$ cat src/sv/ssdbm_pkg.sv
// shared types and constants for the block-matching scorer with sorted best list
package ssdbm_pkg;

    localparam int PIX_W    = 8;
    localparam int SQ_W     = 2 * PIX_W;
    localparam int DIST_W   = 21;
    localparam int IDX_W    = 4;
    localparam int POS_W    = 10;
    localparam int KEEP_W   = 3;
    localparam int KEY_W    = DIST_W + IDX_W + 2 * POS_W;

    localparam logic [KEEP_W-1:0] KEEP_RESET = KEEP_W'(5);
    localparam logic [DIST_W-1:0] DIST_MAX   = {DIST_W{1'b1}};

    // sort key: compared as one vector, distance first, then index, row, column
    typedef struct packed {
        logic [DIST_W-1:0] score;
        logic [IDX_W-1:0]  idx;
        logic [POS_W-1:0]  top;
        logic [POS_W-1:0]  left;
    } t_key;

    // side info of one row request traveling beside the lane products
    typedef struct packed {
        logic              cend;
        logic              bend;
        logic [IDX_W-1:0]  idx;
        logic [POS_W-1:0]  top;
        logic [POS_W-1:0]  left;
    } t_ctl;

    // merge stage to best list: a finished candidate and/or a block end
    typedef struct packed {
        logic  ins;
        logic  bend;
        t_key  key;
    } t_ins;

endpackage

$ cat src/sv/ssdbm_lane.sv
// one pixel lane: squared difference of a subject and a reference pixel
module ssdbm_lane
    import ssdbm_pkg::*;
(
    input  logic             i_clk,
    input  logic             i_en,
    input  logic [PIX_W-1:0] i_subj,
    input  logic [PIX_W-1:0] i_refp,
    output logic [SQ_W-1:0]  o_sq
);

    logic [PIX_W-1:0] absdiff;
    logic [SQ_W-1:0]  r_sq;

    // absolute difference keeps the multiplier unsigned 8x8
    assign absdiff = (i_subj >= i_refp) ? (i_subj - i_refp) : (i_refp - i_subj);

    always_ff @(posedge i_clk) begin
        if (i_en) begin
            r_sq <= SQ_W'(absdiff) * SQ_W'(absdiff);
        end
    end

    assign o_sq = r_sq;

endmodule

$ cat src/sv/ssdbm_merge.sv
// merges lane products into the row sum and keeps the running candidate distance
module ssdbm_merge
    import ssdbm_pkg::*;
#(
    parameter int PATCH_SIDE = 5
) (
    input  logic            i_clk,
    input  logic            i_rst_n,
    input  logic            i_valid,
    input  t_ctl            i_ctl,
    input  logic [SQ_W-1:0] i_sq [PATCH_SIDE],
    output t_ins            o_ins
);

    localparam int ROW_W = SQ_W + $clog2(PATCH_SIDE);

    logic [ROW_W-1:0]    row_sum;
    logic [DIST_W:0]     acc_sum;
    logic [DIST_W-1:0]   sat_sum;
    logic [DIST_W-1:0]   r_running;
    t_ins                r_ins;

    // sum of lane products (PATCH_SIDE narrow terms)
    always_comb begin
        row_sum = '0;
        for (int i = 0; i < PATCH_SIDE; i++) begin
            row_sum = row_sum + ROW_W'(i_sq[i]);
        end
    end

    // accumulate with saturation
    assign acc_sum = (DIST_W + 1)'(r_running) + (DIST_W + 1)'(row_sum);
    assign sat_sum = acc_sum[DIST_W] ? DIST_MAX : acc_sum[DIST_W-1:0];

    // running distance clears at candidate end and at block end;
    // candidate key takes its position from the row that ends the candidate
    always_ff @(posedge i_clk) begin
        if (!i_rst_n) begin
            r_running <= '0;
            r_ins.ins <= 1'b0;
            r_ins.bend <= 1'b0;
        end else begin
            r_ins.ins <= i_valid && i_ctl.cend;
            r_ins.bend <= i_valid && i_ctl.bend;
            if (i_valid) begin
                r_running <= (i_ctl.cend || i_ctl.bend) ? '0 : sat_sum;
            end
        end
        if (i_valid) begin
            r_ins.key.score <= sat_sum;
            r_ins.key.idx   <= i_ctl.idx;
            r_ins.key.top   <= i_ctl.top;
            r_ins.key.left  <= i_ctl.left;
        end
    end

    assign o_ins = r_ins;

endmodule

$ cat src/sv/ssdbm_best_list.sv
// sorted best list: parallel compare insertion and ranked readout
module ssdbm_best_list
    import ssdbm_pkg::*;
#(
    parameter int BEST_DEPTH = 5
) (
    input  logic              i_clk,
    input  logic              i_rst_n,
    input  t_ins              i_ins,
    input  logic [KEEP_W-1:0] i_keep,
    output logic              o_out_valid,
    input  logic              i_out_ready,
    output t_key              o_key,
    output logic              o_last,
    output logic              o_done
);

    localparam int CNT_W = $clog2(BEST_DEPTH + 1);
    localparam int SEL_W = (BEST_DEPTH > 1) ? $clog2(BEST_DEPTH) : 1;

    typedef enum logic {S_FILL, S_EMIT} t_state;

    t_state             r_state;
    t_key               r_list [BEST_DEPTH];
    logic [CNT_W-1:0]   r_count;
    logic [CNT_W-1:0]   r_emit;
    logic               r_out_valid;
    t_key               r_out_key;
    logic               r_out_last;

    logic [CNT_W-1:0]   lim;
    logic [CNT_W-1:0]   n_used;
    logic [CNT_W:0]     n_plus;
    logic [CNT_W-1:0]   n_count;
    logic [BEST_DEPTH-1:0] le;
    logic [BEST_DEPTH-1:0] prev_le;
    t_key               prev_entry [BEST_DEPTH];
    logic               dropped;
    logic               do_ins;
    logic               out_free;
    logic               emit_load;
    logic               emit_last;
    logic               emit_done;

    // effective keep count: zero acts as one, clipped to the list depth
    always_comb begin
        if (i_keep == '0) begin
            lim = CNT_W'(1);
        end else if (32'(i_keep) > BEST_DEPTH) begin
            lim = CNT_W'(BEST_DEPTH);
        end else begin
            lim = CNT_W'(i_keep);
        end
    end

    assign n_used = (r_count < lim) ? r_count : lim;

    // per-slot compare: entries at or below the new key stay in place
    always_comb begin
        for (int i = 0; i < BEST_DEPTH; i++) begin
            le[i] = (CNT_W'(i) < n_used) && (r_list[i] <= i_ins.key);
        end
        prev_le[0] = 1'b1;
        prev_entry[0] = i_ins.key;
        for (int i = 1; i < BEST_DEPTH; i++) begin
            prev_le[i] = le[i-1];
            prev_entry[i] = r_list[i-1];
        end
    end

    // new key is dropped when every kept slot holds a better or equal entry
    always_comb begin
        dropped = 1'b0;
        for (int i = 0; i < BEST_DEPTH; i++) begin
            if ((CNT_W'(i) + CNT_W'(1) == lim) && le[i]) begin
                dropped = 1'b1;
            end
        end
    end

    assign do_ins  = (r_state == S_FILL) && i_ins.ins;
    assign n_plus  = (CNT_W + 1)'(n_used) + (CNT_W + 1)'(1);
    assign n_count = dropped ? n_used :
                     ((n_plus < (CNT_W + 1)'(lim)) ? n_plus[CNT_W-1:0] : lim);

    // insertion shifts the tail down by one slot
    always_ff @(posedge i_clk) begin
        if (do_ins && !dropped) begin
            for (int i = 0; i < BEST_DEPTH; i++) begin
                if (!le[i]) begin
                    r_list[i] <= prev_le[i] ? i_ins.key : prev_entry[i];
                end
            end
        end
    end

    // readout control
    assign out_free  = !r_out_valid || i_out_ready;
    assign emit_last = (r_emit + CNT_W'(1)) == n_used;
    assign emit_load = (r_state == S_EMIT) && (n_used != '0) && out_free;
    assign emit_done = (r_state == S_EMIT) && ((n_used == '0) || (out_free && emit_last));

    // state, count and output register
    always_ff @(posedge i_clk) begin
        if (!i_rst_n) begin
            r_state     <= S_FILL;
            r_count     <= '0;
            r_emit      <= '0;
            r_out_valid <= 1'b0;
        end else begin
            if (emit_load) begin
                r_out_valid <= 1'b1;
            end else if (i_out_ready) begin
                r_out_valid <= 1'b0;
            end
            case (r_state)
                S_FILL: begin
                    if (do_ins) begin
                        r_count <= n_count;
                    end
                    if (i_ins.bend) begin
                        r_state <= S_EMIT;
                        r_emit  <= '0;
                    end
                end
                S_EMIT: begin
                    if (emit_done) begin
                        r_state <= S_FILL;
                        r_count <= '0;
                        r_emit  <= '0;
                    end else if (emit_load) begin
                        r_emit <= r_emit + CNT_W'(1);
                    end
                end
                default: begin
                    r_state <= S_FILL;
                end
            endcase
        end
    end

    // output payload
    always_ff @(posedge i_clk) begin
        if (emit_load) begin
            r_out_key  <= r_list[r_emit[SEL_W-1:0]];
            r_out_last <= emit_last;
        end
    end

    assign o_out_valid = r_out_valid;
    assign o_key       = r_out_key;
    assign o_last      = r_out_last;
    assign o_done      = emit_done;

    // list never holds more than its depth
    a_count_bound: assert property (@(posedge i_clk) disable iff (!i_rst_n)
        32'(r_count) <= BEST_DEPTH)
        else $error("best list count above depth");

    // no candidate arrives while the list is being read out
    a_no_ins_in_emit: assert property (@(posedge i_clk) disable iff (!i_rst_n)
        (r_state == S_EMIT) |-> !i_ins.ins)
        else $error("insertion during readout");

    // a finished readout leaves an empty list
    a_clear_after_done: assert property (@(posedge i_clk) disable iff (!i_rst_n)
        emit_done |=> (r_count == '0) && (r_state == S_FILL))
        else $error("list not cleared after readout");

    // readout index stays inside the used part of the list
    a_emit_in_range: assert property (@(posedge i_clk) disable iff (!i_rst_n)
        emit_load |-> (r_emit < n_used))
        else $error("readout index out of range");

endmodule

$ cat src/sv/ssd_block_match_top_k_top.sv
// top level of the block-matching scorer with sorted best-k list
//
// Input channel (i_in_valid / o_in_ready) takes one patch row per request:
// PATCH_SIDE subject and reference pixels, the candidate's image index and
// position, and the candidate-end and block-end flags. One pixel lane per
// column computes a squared difference; the merge stage sums the lanes and
// accumulates the candidate distance; the best list inserts a finished
// candidate with a parallel compare. Throughput is one row request per cycle
// while o_in_ready is high. A candidate's last row passes the lane and merge
// registers to reach the list. After a request with block end, o_in_ready
// stays low until the list has been read out: the block end passes the lane,
// merge, list state and output registers, then results are shown one per
// cycle while the receiver takes them, up to the effective keep count, the
// final one marked by o_last. A block with an empty list yields no result.
// When the receiver stalls, the output register holds its result and the
// readout waits. The keep-count register port is always ready and takes
// effect for later insertions and readouts. Synchronous reset clears the
// running distance, the list count and the pipeline and sets keep count to 5.
module ssd_block_match_top_k_top
    import ssdbm_pkg::*;
#(
    parameter int PATCH_SIDE = 5,
    parameter int BEST_DEPTH = 5
) (
    input  logic                        i_clk,
    input  logic                        i_rst_n,
    input  logic                        i_cfg_valid,
    output logic                        o_cfg_ready,
    input  logic [KEEP_W-1:0]           i_cfg_data,
    input  logic                        i_in_valid,
    output logic                        o_in_ready,
    input  logic [PATCH_SIDE*PIX_W-1:0] i_subject_row,
    input  logic [PATCH_SIDE*PIX_W-1:0] i_reference_row,
    input  logic [IDX_W-1:0]            i_ref_index,
    input  logic [POS_W-1:0]            i_ref_top,
    input  logic [POS_W-1:0]            i_ref_left,
    input  logic                        i_candidate_end,
    input  logic                        i_block_end,
    output logic                        o_out_valid,
    input  logic                        i_out_ready,
    output logic [DIST_W-1:0]           o_distance,
    output logic [IDX_W-1:0]            o_match_index,
    output logic [POS_W-1:0]            o_match_top,
    output logic [POS_W-1:0]            o_match_left,
    output logic                        o_last
);

    logic              in_accept;
    logic [KEEP_W-1:0] r_keep;
    logic              r_blk_busy;
    logic              r_s1_valid;
    t_ctl              r_s1_ctl;
    logic [SQ_W-1:0]   lane_sq [PATCH_SIDE];
    t_ins              ins;
    t_key              out_key;
    logic              list_done;

    assign o_cfg_ready = 1'b1;
    assign o_in_ready  = !r_blk_busy;
    assign in_accept   = i_in_valid && o_in_ready;

    // keep-count register and block busy flag
    always_ff @(posedge i_clk) begin
        if (!i_rst_n) begin
            r_keep     <= KEEP_RESET;
            r_blk_busy <= 1'b0;
            r_s1_valid <= 1'b0;
        end else begin
            if (i_cfg_valid) begin
                r_keep <= i_cfg_data;
            end
            if (in_accept && i_block_end) begin
                r_blk_busy <= 1'b1;
            end else if (list_done) begin
                r_blk_busy <= 1'b0;
            end
            r_s1_valid <= in_accept;
        end
    end

    // side info beside the lane stage
    always_ff @(posedge i_clk) begin
        if (in_accept) begin
            r_s1_ctl.cend <= i_candidate_end;
            r_s1_ctl.bend <= i_block_end;
            r_s1_ctl.idx  <= i_ref_index;
            r_s1_ctl.top  <= i_ref_top;
            r_s1_ctl.left <= i_ref_left;
        end
    end

    // pixel lanes
    for (genvar g = 0; g < PATCH_SIDE; g++) begin : g_lane
        ssdbm_lane u_lane (
            .i_clk  (i_clk),
            .i_en   (in_accept),
            .i_subj (i_subject_row[g*PIX_W +: PIX_W]),
            .i_refp (i_reference_row[g*PIX_W +: PIX_W]),
            .o_sq   (lane_sq[g])
        );
    end

    // lane merge and distance accumulation
    ssdbm_merge #(
        .PATCH_SIDE (PATCH_SIDE)
    ) u_merge (
        .i_clk   (i_clk),
        .i_rst_n (i_rst_n),
        .i_valid (r_s1_valid),
        .i_ctl   (r_s1_ctl),
        .i_sq    (lane_sq),
        .o_ins   (ins)
    );

    // sorted best list and readout
    ssdbm_best_list #(
        .BEST_DEPTH (BEST_DEPTH)
    ) u_list (
        .i_clk       (i_clk),
        .i_rst_n     (i_rst_n),
        .i_ins       (ins),
        .i_keep      (r_keep),
        .o_out_valid (o_out_valid),
        .i_out_ready (i_out_ready),
        .o_key       (out_key),
        .o_last      (o_last),
        .o_done      (list_done)
    );

    assign o_distance    = out_key.score;
    assign o_match_index = out_key.idx;
    assign o_match_top   = out_key.top;
    assign o_match_left  = out_key.left;

endmodule
$ cat config.mk
export PLATFORM = sky130hd
export DESIGN_NAME = ssd_block_match_top_k_top
export DESIGN_NICKNAME = d
export VERILOG_FILES = /design/src/sv/ssdbm_pkg.sv /design/src/sv/ssdbm_lane.sv /design/src/sv/ssdbm_merge.sv /design/src/sv/ssdbm_best_list.sv /design/src/sv/ssd_block_match_top_k_top.sv
export SDC_FILE = /design/constraint.sdc
export NUM_CORES = 2
export LEC_CHECK = 0
export BUFFER_PORTS_ARGS = -buffer_cell sky130_fd_sc_hd__buf_4
export CAP_MARGIN = 20
export CORE_ASPECT_RATIO = 0.9
export CORE_UTILIZATION = 40
export DETAILED_ROUTE_END_ITERATION = 10
export GPL_ROUTABILITY_DRIVEN = 0
export PLACE_DENSITY = 0.56
export SETUP_SLACK_MARGIN = 0.15
export SKIP_CTS_REPAIR_TIMING = 1
export SLEW_MARGIN = 0
export SYNTH_ARGS = -nofsm -noshare
export SYNTH_HDL_FRONTEND = slang
export SYNTH_SLANG_ARGS = --single-unit
export TNS_END_PERCENT = 20
$ cat constraint.sdc
create_clock -name i_clk -period 8.3 [get_ports i_clk]
set_input_delay 1.245 -clock i_clk [delete_from_list [all_inputs] [get_ports i_clk]]
set_output_delay 1.245 -clock i_clk [all_outputs]
set_load 0.02 [all_outputs]
==> key figures <==
STA
  • Tmin final: 7.72 ns
  • Worst setup margin: 0.582 ns
  • Max Freq: 0.130 GHz
  • RSZ-0062 raised after global routing: no
  • Hold Vio Cnt, Final: 0
  • Fin crit share: 93.0%
  • Skew final: 0.0357 ns
  • Setup violations, final: 0
  • Worst slew margin: 30.2%
  • Max Slew Vio Count: 0
  • Slew @ Worst Pin: 1.04 ns

Worst hold path
  • Hold path endpoint: u_merge.o_ins[15]
  • Hold depth: 0
  • HP Start: r_s1_ctl[15]
  • HP Class: flip-flop to flip-flop

Clock network
  • Root Driver: clkbuf_16
  • # H-tree levels: 2
  • CTS tree: built
  • Clock latency reported for the late side of the worst-skew pair: 0.62 ns
  • Num CTS Buffers: 51
  • Number of sinks on the clock net: 453
  • Worst-path clk slew: 0.06 ns
  • Clock Path Buffers: 3

Synth
  • Ys flop type: edfxtp_1
  • Syn Area/Cell: 10.5 sq um
  • Yosys cell types: 94
  • Syn Inst Count: 3517
  • Mapped cell area: 37000 sq um
  • EDFF count, synth: 417
  • Synth warn: 0
  • FF+latch count, synth: 453
  • Post-synthesis async set-or-reset flop share: 0%
  • Seq/Total Area, Yosys: 35.8%

Routing
  • Post-route ant nets: 0
  • DRT Wirelength: 86.2 mm
  • DRC viols: 0
  • Per-cell routed wire length: 17.3 um
  • DR vias/cell: 5.21
  • Initial DRC count: 1526
  • Initial DRT Pass Iterations: 7
  • Vias: 26000

Floorplan
  • Core area: 91300 sq um
  • Die height: 290 um
  • IO Count: 163
  • Die area: 93600 sq um
  • Die width: 322 um
  • Initial core utilization: 40.5%
  • Rows: 105

Global routing
  • Number of global-route vias before repair: 25800
  • GR Util All Layers: 18.5%
  • Global-route wire length before repair: 139 mm
  • Gr ovfl total: 0
  • Pin count of the biggest net entering global routing: 93
  • Initial antenna violation count: 1

Critical path
  • Setup crit end kind: flip-flop
  • Reg2Reg Capture Point: u_merge.r_running[5]
  • Slowest CP cell: or4_2
  • Critical Path AT: 8.18 ns
  • R2r setup slk: 1.30 ns
  • Setup crit start kind: input pin
  • CP Class: input pin to flip-flop
  • Most frequent CP cell: fa_1
  • Maximum fanout along the worst path: 4
  • Max incr delay on CP: 0.69 ns
  • R2R Path Start: g_lane[1].u_lane.o_sq[3]
  • WP data required: 8.76 ns
  • Reg2reg path depth: 28

Finish
  • Share of post-route cells with drive strength above 1: 13.2%
  • Fin nets: 4514
  • Commonest cells after routing, fill and taps aside: 513 x ha_1, 419 x inv_1, 417 x edfxtp_1
  • Area growth from synthesis to layout: 13.1%
  • Commonest non-fill, non-tap cell in the layout: ha_1
  • Layout Utilization: 45.8%
  • Diodes inserted: 0

Placement
  • PortBufs: 161
  • DP HPWL: 65.0 mm
  • Place WS: -0.0392 ns

Status
  • Status: finished clean

Job
  • Max-cap viol count: 0
## worst max-delay path, delay by kind of cell
family                   cells  cell delay (ns)
adder cells (fa/ha/maj)      7             2.93
AND/OR/NAND/NOR              8             1.87
buffers and inverters        3             0.21
AO/OA/AOI/OAI                8             1.69
XOR/XNOR                     1             0.22
## synth_stat cells (all sizes together), types with 21 or more instances
| cell | number | share of area, % |
|---|---|---|
| a22o | 21 | 0.50 |
| edfxtp | 417 | 34 |
| nor3 | 48 | 0.66 |
| mux2i | 31 | 0.84 |
| and3 | 21 | 0.36 |
| or2 | 24 | 0.41 |
| o21a | 33 | 0.67 |
| ha | 513 | 17 |
| inv | 420 | 4.3 |
| a21oi | 188 | 2.7 |
| o21ai | 259 | 3.5 |
| xor2 | 45 | 1.1 |
| nand2 | 305 | 3.1 |
| nand3 | 54 | 0.73 |
| fa | 166 | 9.0 |
| nand4 | 47 | 0.80 |
| a211oi | 24 | 0.49 |
| mux4 | 45 | 2.7 |
| nor2 | 217 | 2.2 |
| clkbuf | 67 | 0.68 |
| a21o | 60 | 1.2 |
| nor2b | 29 | 0.49 |
| nand2b | 35 | 0.59 |
| dfxtp | 36 | 1.9 |
| xnor2 | 113 | 2.8 |
| mux2 | 63 | 1.9 |
| o21bai | 23 | 0.47 |
## per-stage QoR
stage          hold WS, ns  area [sq um]  std cells  TNS [ns]
2_1_floorplan        0.400         37000       3518         0
3_3_place_gp         0.402         40000       4897         0
3_5_place_dp         0.405         40000       4897   -0.0392
4_1_cts              0.418         41800       4993         0
5_1_grt              0.420         41800       4994         0
6_report             0.417         41800       4994         0
## logic make-up (layout without fill, tap and decap cells)
logic type	count (synthesis)	in the layout	synth area share, %
compound gates	745	745	12.8
xor+xnor	158	158	3.85
fa+ha+maj	679	679	26.4
buf+inv	502	748	5.13
flops	453	453	35.8
mux	139	139	5.51
other cells	1	2	0.0101
simple gates	840	840	10.6
## registers in the layout, indices dropped and copies added (netlist names)
register / flops
u_list.r_state: 1
r_s1_valid: 1
u_list.r_list: 225
r_blk_busy: 1
r_s1_ctl: 26
r_keep: 3
u_merge.r_running: 21
u_list.r_emit: 3
u_list.o_last: 1
u_list.o_out_valid: 1
u_list.o_key: 45
u_merge.o_ins: 47
g_lane.u_lane.o_sq: 75
u_list.r_count: 3
## metal layers
layer	vias to the layer above	share of wire, %	global-route usage, %
met5	-	0	0
met4	0	2.0	4.12
met3	95	4.0	2.00
met2	444	47	30.9
met1	12500	47	25.7
li1	13000	-	-
## worst max path at each step
stage	from	endpoint	slack [ns]	cells past startpoint
floorplan	i_subject_row[8]	g_lane[1].u_lane.o_sq[15]	0.16	26
global placement	i_subject_row[8]	g_lane[1].u_lane.o_sq[15]	0.03	28
detailed placement	i_subject_row[8]	g_lane[1].u_lane.o_sq[15]	-0.04	27
CTS	i_subject_row[8]	g_lane[1].u_lane.o_sq[15]	0.59	27
global route	i_subject_row[8]	g_lane[1].u_lane.o_sq[15]	0.18	28
finish	i_subject_row[8]	g_lane[1].u_lane.o_sq[15]	0.58	27
## layout make-up
cell class / count / area, sq um
clock inverter: 32 / 380
timing repair buffer: 232 / 1760
sequential: 453 / 13300
multi-input combinational: 2563 / 21900
tap: 1230 / 1540
fill: 8549 / 49500
inverter: 420 / 1580
clock buffer: 64 / 1400
Power is left out: the tool's default activity adds up to more than one toggle a clock period on the data nets, which glitch-free logic cannot reach.
